===== config.mk =====
export PLATFORM = sky130hd
export DESIGN_NAME = pcf_div
export DESIGN_NICKNAME = d
export VERILOG_FILES = /design/src/design/pcf_pkg.sv /design/src/design/pcf_div.sv
export SDC_FILE = /design/constraint.sdc
export NUM_CORES = 1
export LEC_CHECK = 0
export BUFFER_PORTS_ARGS = -buffer_cell sky130_fd_sc_hd__buf_2
export CELL_PAD_IN_SITES_DETAIL_PLACEMENT = 1
export CELL_PAD_IN_SITES_GLOBAL_PLACEMENT = 1
export CORE_MARGIN = 2
export CORE_UTILIZATION = 47
export CTS_CLUSTER_SIZE = 10
export DETAILED_ROUTE_END_ITERATION = 8
export PLACE_DENSITY = 0.85
export SYNTH_ARGS = -nofsm -noshare
export SYNTH_HDL_FRONTEND = slang
export SYNTH_SLANG_ARGS = --single-unit

===== constraint.sdc =====
create_clock -name clk -period 8.8 [get_ports clk]
set_clock_uncertainty 0.1 [all_clocks]
set_input_delay 0 -clock clk [delete_from_list [all_inputs] [get_ports clk]]
set_output_delay 0 -clock clk [all_outputs]
set_load 0.01 [all_outputs]

===== src/design/pcf_pkg.sv =====
// ---------------------------------------------------------------------------
// pcf_pkg
// Shared widths, register indexes, sequencer states, divider command and
// status words, and saturation helpers for the two-form PID controller.
// ---------------------------------------------------------------------------
package pcf_pkg;

    localparam int DATA_W    = 32;
    localparam int PROD_W    = 64;
    localparam int Q_SHIFT   = 16;
    localparam int DIVD_W    = 47;
    localparam int DIVS_W    = 32;
    localparam int CNT_W     = $clog2(DIVD_W + 1);
    localparam int LIM_W     = 31;
    localparam int RATE_W    = 16;
    localparam int IINC_W    = 48;
    localparam int INT_W     = IINC_W + 1;
    localparam int SUM_W     = DATA_W + 3;
    localparam int CFG_IDX_W = 3;

    // Register indexes on the configuration port
    localparam logic [CFG_IDX_W-1:0] CFG_MODE   = 3'd0;
    localparam logic [CFG_IDX_W-1:0] CFG_P_GAIN = 3'd1;
    localparam logic [CFG_IDX_W-1:0] CFG_I_GAIN = 3'd2;
    localparam logic [CFG_IDX_W-1:0] CFG_D_GAIN = 3'd3;
    localparam logic [CFG_IDX_W-1:0] CFG_LIMIT  = 3'd4;
    localparam logic [CFG_IDX_W-1:0] CFG_RATE   = 3'd5;

    // Controller forms
    localparam logic MODE_POS = 1'b0;
    localparam logic MODE_VEL = 1'b1;

    // Integral clamp is 2*limit/5, taken as (2*limit * CLAMP_RECIP) >> CLAMP_SHIFT,
    // which is exact for any 32-bit unsigned operand
    localparam logic [DIVS_W-1:0] CLAMP_RECIP = 32'hCCCC_CCCD;
    localparam int                CLAMP_SHIFT = 34;

    localparam logic [LIM_W-1:0]  LIMIT_RESET = 31'd65536;
    localparam logic [RATE_W-1:0] RATE_RESET  = 16'd100;

    typedef enum logic [9:0] {
        ST_IDLE  = 10'b00_0000_0001,
        ST_MUL_A = 10'b00_0000_0010,
        ST_MUL_B = 10'b00_0000_0100,
        ST_MUL_C = 10'b00_0000_1000,
        ST_MUL_D = 10'b00_0001_0000,
        ST_DIV_P = 10'b00_0010_0000,
        ST_DIV_D = 10'b00_0100_0000,
        ST_INTEG = 10'b00_1000_0000,
        ST_SUM   = 10'b01_0000_0000,
        ST_CLAMP = 10'b10_0000_0000
    } state_t;

    typedef struct packed {
        logic              start;
        logic [DIVD_W-1:0] dividend;
        logic [DIVS_W-1:0] divisor;
    } div_cmd_t;

    typedef struct packed {
        logic              busy;
        logic              done;
        logic [DIVD_W-1:0] quot;
    } div_stat_t;

    // Saturate a wide signed value to the signed 32-bit range
    function automatic logic signed [DATA_W-1:0] sat32(input logic signed [PROD_W-1:0] v);
        logic signed [DATA_W-1:0] r;
        if (v > 64'sh0000_0000_7FFF_FFFF)
            r = 32'sh7FFF_FFFF;
        else if (v < 64'shFFFF_FFFF_8000_0000)
            r = 32'sh8000_0000;
        else
            r = v[DATA_W-1:0];
        return r;
    endfunction

    // Apply a sign to an unsigned quotient and saturate to 32 bits
    function automatic logic signed [DATA_W-1:0] sat_mag(input logic [DIVD_W-1:0] q,
                                                          input logic neg);
        logic signed [DATA_W-1:0] r;
        if (!neg) begin
            if (q > 47'h0000_7FFF_FFFF)
                r = 32'sh7FFF_FFFF;
            else
                r = q[DATA_W-1:0];
        end
        else begin
            if (q > 47'h0000_8000_0000)
                r = 32'sh8000_0000;
            else
                r = -q[DATA_W-1:0];
        end
        return r;
    endfunction

endpackage


===== src/design/pcf_div.sv =====
// ---------------------------------------------------------------------------
// pcf_div
// Restoring unsigned divider, one quotient bit per cycle. A start word loads
// dividend and divisor; done pulses for one cycle with the quotient valid.
// ---------------------------------------------------------------------------
module pcf_div (
    input  logic                clk,
    input  logic                rst_n,
    input  pcf_pkg::div_cmd_t   cmd,
    output pcf_pkg::div_stat_t  stat
);
    import pcf_pkg::*;

    logic [DIVD_W-1:0] quot_reg, quot_next;
    logic [DIVS_W-1:0] rem_reg, rem_next;
    logic [DIVS_W-1:0] divisor_reg, divisor_next;
    logic [CNT_W-1:0]  cnt_reg, cnt_next;
    logic              busy_reg, busy_next;
    logic              done_reg, done_next;
    logic [DIVS_W:0]   trial;
    logic [DIVS_W:0]   diff;

    // One shift-and-subtract step per cycle
    always_comb
    begin
        trial        = {rem_reg, quot_reg[DIVD_W-1]};
        diff         = trial - {1'b0, divisor_reg};
        quot_next    = quot_reg;
        rem_next     = rem_reg;
        divisor_next = divisor_reg;
        cnt_next     = cnt_reg;
        busy_next    = busy_reg;
        done_next    = 1'b0;
        if (cmd.start)
        begin
            quot_next    = cmd.dividend;
            rem_next     = '0;
            divisor_next = cmd.divisor;
            cnt_next     = CNT_W'(DIVD_W);
            busy_next    = 1'b1;
        end
        else if (busy_reg)
        begin
            if (trial >= {1'b0, divisor_reg})
            begin
                rem_next  = diff[DIVS_W-1:0];
                quot_next = {quot_reg[DIVD_W-2:0], 1'b1};
            end
            else
            begin
                rem_next  = trial[DIVS_W-1:0];
                quot_next = {quot_reg[DIVD_W-2:0], 1'b0};
            end
            cnt_next = cnt_reg - CNT_W'(1);
            if (cnt_reg == CNT_W'(1))
            begin
                busy_next = 1'b0;
                done_next = 1'b1;
            end
        end
    end

    // Hold control state
    always_ff @(posedge clk or negedge rst_n)
    begin
        if (!rst_n)
        begin
            cnt_reg  <= '0;
            busy_reg <= 1'b0;
            done_reg <= 1'b0;
        end
        else
        begin
            cnt_reg  <= cnt_next;
            busy_reg <= busy_next;
            done_reg <= done_next;
        end
    end

    // Hold operands
    always_ff @(posedge clk)
    begin
        quot_reg    <= quot_next;
        rem_reg     <= rem_next;
        divisor_reg <= divisor_next;
    end

    assign stat.busy = busy_reg;
    assign stat.done = done_reg;
    assign stat.quot = quot_reg;

endmodule


==> results of run 1 <==
cell usage after synthesis, drive strengths merged (3+ instances only):
cell type	number
a2111oi	3
a211o	4
a211oi	7
a21o	9
a21oi	34
a311oi	23
a31oi	8
and3	11
and4	5
buf	20
clkbuf	22
dfrtp	8
dfxtp	32
edfxtp	79
ha	34
inv	48
mux2	48
nand2	35
nand2b	5
nand3	36
nand4	7
nor2	51
nor2b	3
nor3	6
nor4	7
o211ai	5
o21ai	45
o221ai	3
o31a	4
o31ai	4
or2	4
or3	7
xnor2	18
xor2	11
logic make-up (layout without fill, tap and decap cells):
kind of cell	Yosys count	count (layout)	synth area share (%)
adders and majority gates	35	35	6.37
and+or+nand+nor	186	186	13.5
buffers and inverters	90	296	5.48
DFF	119	119	46.0
AOI/OAI and AO/OA	170	170	17.0
muxes	50	50	8.02
xor gates and xnor gates	29	29	3.63
final cells by class:
cell class	count	area share [%]
multi-input cells	470	37.1
flip-flops and latches	119	35.0
repair buffers	216	16.4
clock buffers	18	4.67
well taps	184	2.51
clock inverters	14	2.42
inverters	48	1.96
layer usage:
layer	vias to the layer above	share of wire [%]	GRT usage [%]
li1	2934	-	-
met1	3280	40	44.9
met2	461	47	56.8
met3	89	9.5	11.1
met4	0	3.6	14.2
met5	-	0	0
cell usage in the layout (no fill, tap or decap), drive strengths merged, types with 9 or more instances in the layout:
master	n
inv	51
nand3	36
buf	134
clkbuf	18
o21ai	45
edfxtp	79
ha	34
a311oi	23
mux2	48
xnor2	18
a21oi	34
xor2	11
nand2	35
dfxtp	32
nor2	51
a21o	9
dlygate4sd3	82
and3	11
stage by stage:
| stage | setup WS (ns) | instances | util [%] | area [um^2] | hold slack [ns] |
|---|---|---|---|---|---|
| 4_1_cts | 5.26 | 1069 | 63.2 | 9190 | 0.159 |
| 3_3_place_gp | 5.58 | 955 | 53.1 | 7710 | -0.256 |
| 2_1_floorplan | 5.88 | 679 | - | 6990 | -0.396 |
| 3_5_place_dp | 5.40 | 955 | 53.1 | 7710 | -0.245 |
| 5_1_grt | 4.71 | 1069 | 63.2 | 9190 | 0.174 |
| 6_report | 4.81 | 1069 | 63.2 | 9190 | 0.170 |
power by group:
group | internal (mW) | switching, mW | leakage, nW | total, mW
Combinational | 0.382 | 0.604 | 2.46 | 0.986
Clock | 0.506 | 0.308 | 0.311 | 0.814
Sequential | 0.696 | 0.0847 | 1.16 | 0.781
Total | 1.58 | 0.996 | 3.93 | 2.58
worst max-delay path, cell delays in order (launching register included):
cell      delay [ns]
edfxtp_1        0.41
inv_1           0.08
ha_1            0.40
and3_1          0.29
nand2_1         0.10
nor4_1          0.68
a211o_1         0.85
o21ai_0         0.32
a311oi_1        0.58
path summary, 6_finish.rpt:
kind	from	endpoint	slack (ns)	cells past startpoint
worst max-delay path	divisor_reg[29]$_DFFE_PP_	rem_reg[8]$_SDFFE_PP0P_	4.81	8
worst min-delay path	cmd[12]	divisor_reg[12]$_DFFE_PP_	0.17	2
worst max register to register	divisor_reg[29]$_DFFE_PP_	rem_reg[8]$_SDFFE_PP0P_	4.81	8
worst min register to register	rem_reg[14]$_SDFFE_PP0P_	rem_reg[14]$_SDFFE_PP0P_	0.41	2
max in group asynchronous	rst_n	cnt_reg[2]$_DFFE_PN0P_	7.78	3
min in group asynchronous	rst_n	cnt_reg[0]$_DFFE_PN0P_	0.50	3
==> flow_summary.json, run 1 <==
{
  "drc": 0,
  "async_flop_share_pct": 6.72,
  "htree_levels": 4,
  "clockBufferDepth": 2,
  "maxSlewViolCount": 0,
  "netlist_instances": 679,
  "grt_pass1_wl_mm": 42.7,
  "wl_per_cell_um": 25.9,
  "drive_above_1_share_pct": 25.8,
  "largest_reg_flops": 47,
  "start_util_pct": 48.1,
  "ys_warn_count": 0,
  "fmax_ghz": 0.251,
  "yosys-top-cells-area": "edfxtp_1 (34%), dfxtp_1 (9.2%), mux2_2 (7.7%), ha_1 (6.1%), o21ai_0 (3.2%)",
  "globalplace.congestion": 0.914,
  "cts_resized": 0,
  "clockRootBuffer": "clkbuf_16",
  "yosysUniqueCellTypes": 72,
  "max_slew_margin_pct": 18.4,
  "status": "finished, final reports clean",
  "postRouteAntennaNets": 0,
  "path_class": "reg2reg",
  "cts_buffers": 17,
  "synth_nets": 796,
  "fin_crit_sh_pct": 45.3,
  "die_h_um": 126,
  "cp-start-kind": "flip-flop",
  "hp-class": "in2reg",
  "antenna_found_initial": 0,
  "netlist.area_leader.share_pct": 33.9,
  "clock_latency_ns": 0.46,
  "synth.avg_cell_area_um2": 10.3,
  "synth-seq-area-share_pct": 46.0,
  "drt-total-wl_mm": 27.7,
  "worst_pin_slew_ns": 1.22,
  "grt_pass1_vias": 7148,
  "areaGrowthSynthToFinish_pct": 31.4,
  "period_minus_slack_ns": 3.99,
  "multi_input_area_mm2": 0.00341,
  "grt_max_degree": 77,
  "required_ns": 8.99,
  "ioPinCount": 131,
  "clk_pin_slew_ns": 0.08,
  "place_hpwl_mm": 14.5,
  "num-fill-cells": 1565,
  "crit_fanout": 26,
  "num_rows": 44,
  "postCtsSetupRepairBufs": 0,
  "core_mm2": 0.0145,
  "hold_viol": 0,
  "ys_ff_latch": 119,
  "cts_tree": "yes",
  "cts_num_sinks": 119,
  "fin_tns_setup_ns": 0,
  "seq_area_mm2": 0.00321,
  "fin_nets": 989,
  "vias": 6764,
  "yosysTopAreaCell": "edfxtp_1",
  "crit_path_end_kind": "flip-flop",
  "arrival_ns": 4.17,
  "syn-cell-area_mm2": 0.00699,
  "cts_hold_buf": 82,
  "die_area_mm2": 0.0159,
  "synthFlopType": "edfxtp_1",
  "grtUsageTotal_pct": 35.5,
  "die_w_um": 126,
  "power.total_mw": 2.58,
  "setup_viol": 0,
  "grt_overflow": 0,
  "cap_violations": 0,
  "first_pass_iters": 6,
  "leakagePower_nw": 3.93,
  "drt-initial-drc-count": 809,
  "synth_enable_flop_cells": 79,
  "insertedDiodeCount": 0,
  "port_buffers": 130,
  "rsz0062_at_grt": "no",
  "p_per_area_mw_per_mm2": 281,
  "viasPerCell": 6.33,
  "ir_worst_vdd_mv": 0.216
}
Note: power is estimated with default switching activity, not from simulation.
==> run 2: changes to the inputs <==
- CORE_UTILIZATION: 47 -> 39
- PLACE_DENSITY: 0.85 -> 0.75
- clock period: 8.8 -> 3.4 ns (I/O delays scaled with it)
==> run 2 against run 1 <==
Net effect: critical path depth rose by 3; combinational power grew to 2.5 times the previous value; fmax is 24% higher; sequential share of layout area fell by 0.49 points; critical path type unchanged; critical endpoint is now rem_reg[30]$_SDFFE_PP0P_; largest cell class unchanged.
==> flow_summary.json, run 2 (synthesized netlist as in run 1, its figures left out) <==
{
  "cts_buffers": 17,
  "critPathCapture": "rem_reg[30]$_SDFFE_PP0P_",
  "clock_latency_ns": 0.43,
  "drc": 0,
  "fin_tns_setup_ns": 0,
  "worst_pin_slew_ns": 0.880,
  "fin_area_mm2": 0.00932,
  "final_cell_mix": "buf_2 (129), dlygate4sd3_1 (81), edfxtp_1 (79)",
  "path_cells": "inv_1 -> ha_1 -> fa_1 -> nand2b_1 -> a2111oi_2 -> or2_1 -> a211oi_1 -> o31a_1 -> or3_1 -> nand3_1 -> o21ai_0",
  "max_slew_margin_pct": 40.7,
  "status": "finished, final reports clean",
  "path_class": "reg2reg",
  "first_pass_iters": 5,
  "core_mm2": 0.0174,
  "post-place-ws_ns": 0.219,
  "die_area_mm2": 0.0190,
  "fin_crit_sh_pct": 94.4,
  "leakagePower_nw": 3.98,
  "clockRootBuffer": "clkbuf_16",
  "hp-class": "in2reg",
  "period_minus_slack_ns": 3.21,
  "grt_pass1_wl_mm": 37.0,
  "rr_endpoint": "rem_reg[30]$_SDFFE_PP0P_",
  "clk_pin_slew_ns": 0.07,
  "setup_slack_ns": 0.190,
  "reg2reg_depth": 11,
  "pwr-share-clk_pct": 29.9,
  "grt_overflow": 0,
  "swShare_pct": 38.1,
  "htree_levels": 4,
  "setup_viol": 0,
  "die_w_um": 138,
  "grt_pass1_vias": 6790,
  "final_util_pct": 53.5,
  "viasPerCell": 5.66,
  "postRouteAntennaNets": 0,
  "drt-initial-drc-count": 578,
  "die_h_um": 138,
  "p_per_area_mw_per_mm2": 688,
  "mostFrequentLayoutCell": "buf_2",
  "insertedDiodeCount": 0,
  "areaGrowthSynthToFinish_pct": 33.3,
  "multi_input_area_mm2": 0.00342,
  "arrival_ns": 3.42,
  "cp.buffers_inverters": 1,
  "cts_tree": "yes",
  "placed_area_mm2": 0.00789,
  "postCtsSetupRepairBufs": 0,
  "r2r_slack_ns": 0.19,
  "cts_num_sinks": 119,
  "fin_nets": 1000,
  "vias": 6344,
  "crit_family": "compound AO/OA/AOI/OAI gates",
  "cp_slowest_stage_delay_ns": 0.42,
  "drive_above_1_share_pct": 27.2,
  "p_int_mw": 3.97,
  "largest_reg_flops": 47,
  "timing.rr.start": "quot_reg[46]$_DFFE_PP_",
  "rsz0062_at_grt": "no",
  "place_hpwl_mm": 14.4,
  "start_util_pct": 40.1,
  "clockBufferDepth": 2,
  "p_sw_mw": 2.44,
  "hold_slack_ns": 0.0720,
  "cap_violations": 0,
  "fmax_ghz": 0.311,
  "hold_viol": 0,
  "cp-start-kind": "flip-flop",
  "grtUsageTotal_pct": 25.8,
  "grt_max_degree": 108,
  "p_seq_share_pct": 30.9,
  "num-fill-cells": 1929,
  "ir_worst_vdd_mv": 0.461,
  "globalplace.congestion": 0.900,
  "crit_path_end_kind": "flip-flop",
  "ioPinCount": 131,
  "power_frac_comb_pct": 39.2,
  "slowest_stage": "a2111oi_2",
  "maxSlewViolCount": 0,
  "num_rows": 48,
  "wl_per_cell_um": 20.8,
  "cp-startpoint": "quot_reg[46]$_DFFE_PP_",
  "crit_fanout": 4,
  "required_ns": 3.61,
  "crit_cells": 11,
  "antenna_found_initial": 0,
  "seq_area_mm2": 0.00321,
  "drt-total-wl_mm": 23.3,
  "port_buffers": 130
}
-- run 2: layout make-up --
cell class / count / share of cell area (%)
repair buffers: 227 / 17.4
multi-input cells: 470 / 36.7
flip-flops and latches: 119 / 34.5
clock inverters: 15 / 1.92
clock buffers: 17 / 4.56
well taps: 225 / 3.02
inverters: 48 / 1.93
-- run 2: repair_timing --
item / in CTS / in global routing
setup endpoints to repair: 0 / 1
gates resized for setup: 0 / 2
hold buffers: 81 / 0
hold endpoints to repair: 87 / 0
-- run 2: per-layer routing --
layer / share of wire, % / up-vias / GRT usage (%)
li1: - / 2952 / -
met1: 42 / 3148 / 31.7
met2: 51 / 206 / 43.9
met3: 4.5 / 38 / 5.37
met4: 2.4 / 0 / 10.7
met5: 0 / - / 0
-- run 2: metrics by stage --
| step | total power [mW] | cells |
|---|---|---|
| 2_1_floorplan | 3.61 | 679 |
| 3_3_place_gp | 4.26 | 1008 |
| 3_5_place_dp | 4.34 | 1008 |
| 4_1_cts | 6.35 | 1121 |
| 5_1_grt | 6.75 | 1121 |
| 6_report | 6.41 | 1121 |
-- run 2: how the worst min path moves through the flow --
stage / from / end / slack (ns) / cells after the start
after floorplan: rst_n / busy_reg$_DFF_PN0_ / -0.40 / 0
after global placement: rst_n / cnt_reg[0]$_DFFE_PN0P_ / -0.25 / 1
after detailed placement: rst_n / cnt_reg[1]$_DFFE_PN0P_ / -0.25 / 1
after CTS: cmd[79] / cnt_reg[3]$_DFFE_PN0P_ / 0.06 / 3
after global routing: cmd[79] / cnt_reg[0]$_DFFE_PN0P_ / 0.10 / 3
final: cmd[79] / divisor_reg[24]$_DFFE_PP_ / 0.07 / 2
-- run 2: power groups by stage --
stage                     Clock [mW]  Combinational (mW)  Sequential, mW
final                           1.92                2.51            1.98
after global routing            2.01                2.72            2.01
after CTS                       1.94                2.44            1.97
after detailed placement           0                2.35            1.99
after global placement             0                2.29            1.98
after floorplan                    0                1.63            1.98
==> run 3: changes to the inputs <==
- CORE_ASPECT_RATIO: default -> 0.75
==> run 3 against run 2 <==
Net effect: wire length up 4.1%; final area up 0.55%; non-clock buffer count down 2; fmax down 0.69%; sequential share of layout area down 0.19 points; critical endpoint is now rem_reg[1]$_SDFFE_PP0P_; sequential power about the same.
==> flow_summary.json, run 3 (synthesized netlist as in run 1, its figures left out) <==
{
  "setup_viol": 0,
  "clockRootBuffer": "clkbuf_16",
  "path_class": "reg2reg",
  "worstHoldPathCells": 3,
  "p_per_area_mw_per_mm2": 705,
  "cp-start-kind": "flip-flop",
  "hold_viol": 0,
  "port_buffers": 130,
  "vias": 6377,
  "leakagePower_nw": 3.99,
  "worst_pin_slew_ns": 0.755,
  "viasPerCell": 5.60,
  "maxSlewViolCount": 0,
  "crit_cells": 11,
  "cts_buffers": 17,
  "grt_max_degree": 63,
  "cp.buffers_inverters": 2,
  "die_area_mm2": 0.0190,
  "htree_levels": 4,
  "num-fill-cells": 1933,
  "highest_layer": "met4",
  "drc": 0,
  "clock_latency_ns": 0.44,
  "status": "finished, final reports clean",
  "globalplace.congestion": 0.903,
  "clk_pin_slew_ns": 0.07,
  "cp_slowest_stage_delay_ns": 0.46,
  "fin_nets": 998,
  "ir_worst_vdd_mv": 0.319,
  "postCtsSetupRepairBufs": 0,
  "path_cells": "inv_1 -> ha_1 -> nor2b_4 -> o2111ai_2 -> a31oi_4 -> o221ai_2 -> and3_4 -> or3_1 -> buf_4 -> a2111o_1 -> o311ai_1",
  "crit_fanout": 24,
  "first_pass_iters": 7,
  "max_slew_margin_pct": 49.1,
  "clockBufferDepth": 2,
  "areaGrowthSynthToFinish_pct": 34.0,
  "arrival_ns": 3.46,
  "ioPinCount": 131,
  "cap_violations": 0,
  "wl_met2_mm": 12.1,
  "reg2reg_depth": 11,
  "fmax_ghz": 0.309,
  "slowest_stage": "a2111o_1",
  "start_util_pct": 39.7,
  "rsz0062_at_grt": "no",
  "grt_overflow": 0,
  "crit_family": "compound AO/OA/AOI/OAI gates",
  "postRouteAntennaNets": 0,
  "mostFrequentLayoutCell": "buf_2",
  "grt_pass1_vias": 6679,
  "hp-class": "in2reg",
  "drive_above_1_share_pct": 26.8,
  "die_w_um": 159,
  "grtUsageTotal_pct": 26.2,
  "fin_crit_sh_pct": 95.1,
  "hold_slack_ns": 0.0767,
  "largest_reg_flops": 47,
  "place_hpwl_mm": 14.6,
  "fin_tns_setup_ns": 0,
  "crit_path_end_kind": "flip-flop",
  "wl_per_cell_um": 21.3,
  "drt-initial-drc-count": 470,
  "antenna_found_initial": 2,
  "cts_tree": "yes",
  "period_minus_slack_ns": 3.23,
  "num_rows": 42,
  "wl_met3_mm": 1.04,
  "cts_num_sinks": 119,
  "wirelength_met1_mm": 10.5,
  "core_mm2": 0.0176,
  "grt_pass1_wl_mm": 37.8,
  "required_ns": 3.62,
  "final_cell_mix": "buf_2 (129), dlygate4sd3_1 (81), edfxtp_1 (79)",
  "drt-total-wl_mm": 24.3,
  "die_h_um": 120
}
-- run 3: cell count changes in the layout (fill, tap and decap cells not counted), sizes merged --
cell and change:
diode +2, bufinv +3, inv -5, buf -2, clkinv +2
-- run 3: where the power goes --
part	switching (mW)	leakage [nW]	internal, mW
sequential	0.184	1.16	1.80
combinational	1.46	2.52	1.03
clock	0.800	0.322	1.32
total	2.45	3.99	4.16
-- run 3: what timing repair did --
action	4_1_cts	5_1_grt
hold endpoints to repair	87	0
gates resized for setup	0	1
hold buffers	81	0
endpoints found under the setup margin	0	1
-- run 3: path summary, 6_finish.rpt --
| kind | slack, ns | from | endpoint |
|---|---|---|---|
| setup / recovery | 0.17 | divisor_reg[1]$_DFFE_PP_ | rem_reg[1]$_SDFFE_PP0P_ |
| hold / removal | 0.08 | cmd[79] | cnt_reg[0]$_DFFE_PN0P_ |
| setup reg to reg | 0.17 | divisor_reg[1]$_DFFE_PP_ | rem_reg[1]$_SDFFE_PP0P_ |
| hold reg to reg | 0.41 | rem_reg[28]$_SDFFE_PP0P_ | rem_reg[28]$_SDFFE_PP0P_ |
| max in group asynchronous | 2.37 | rst_n | busy_reg$_DFF_PN0_ |
| min in group asynchronous | 0.52 | rst_n | cnt_reg[2]$_DFFE_PN0P_ |
-- run 3: tightest hold or removal path: stages --
cell and delay, ns:
buf_4 0.10, inv_1 0.30, nand2_1 0.15
-- run 3: cell type report --
type,count,area [um^2],area share (%)
multi-input cells,470,3410,36.4
flip-flops and latches,119,3210,34.3
repair buffers,225,1590,17.0
clock buffers,17,425,4.54
well taps,242,303,3.23
clock inverters,15,241,2.58
inverters,48,180,1.92
diodes,2,5.00,0.0534
-- run 3: per-layer routing --
layer | up-vias | track usage, %
met5 | - | 0
met3 | 40 | 4.62
met4 | 0 | 9.29
met1 | 3189 | 33.7
li1 | 2944 | -
met2 | 204 | 44.1
-- run 3: stage by stage --
step	instance area, um^2	utilization, %	power, mW	std cells	worst slack, ns
after global placement	7890	44.8	4.21	1023	0.321
after global routing	9370	53.2	6.91	1138	0.00621
final	9370	53.2	6.61	1138	0.167
after CTS	9360	53.2	6.51	1136	0.224
after detailed placement	7890	44.8	4.30	1023	0.260
after floorplan	6990	-	3.61	679	0.481
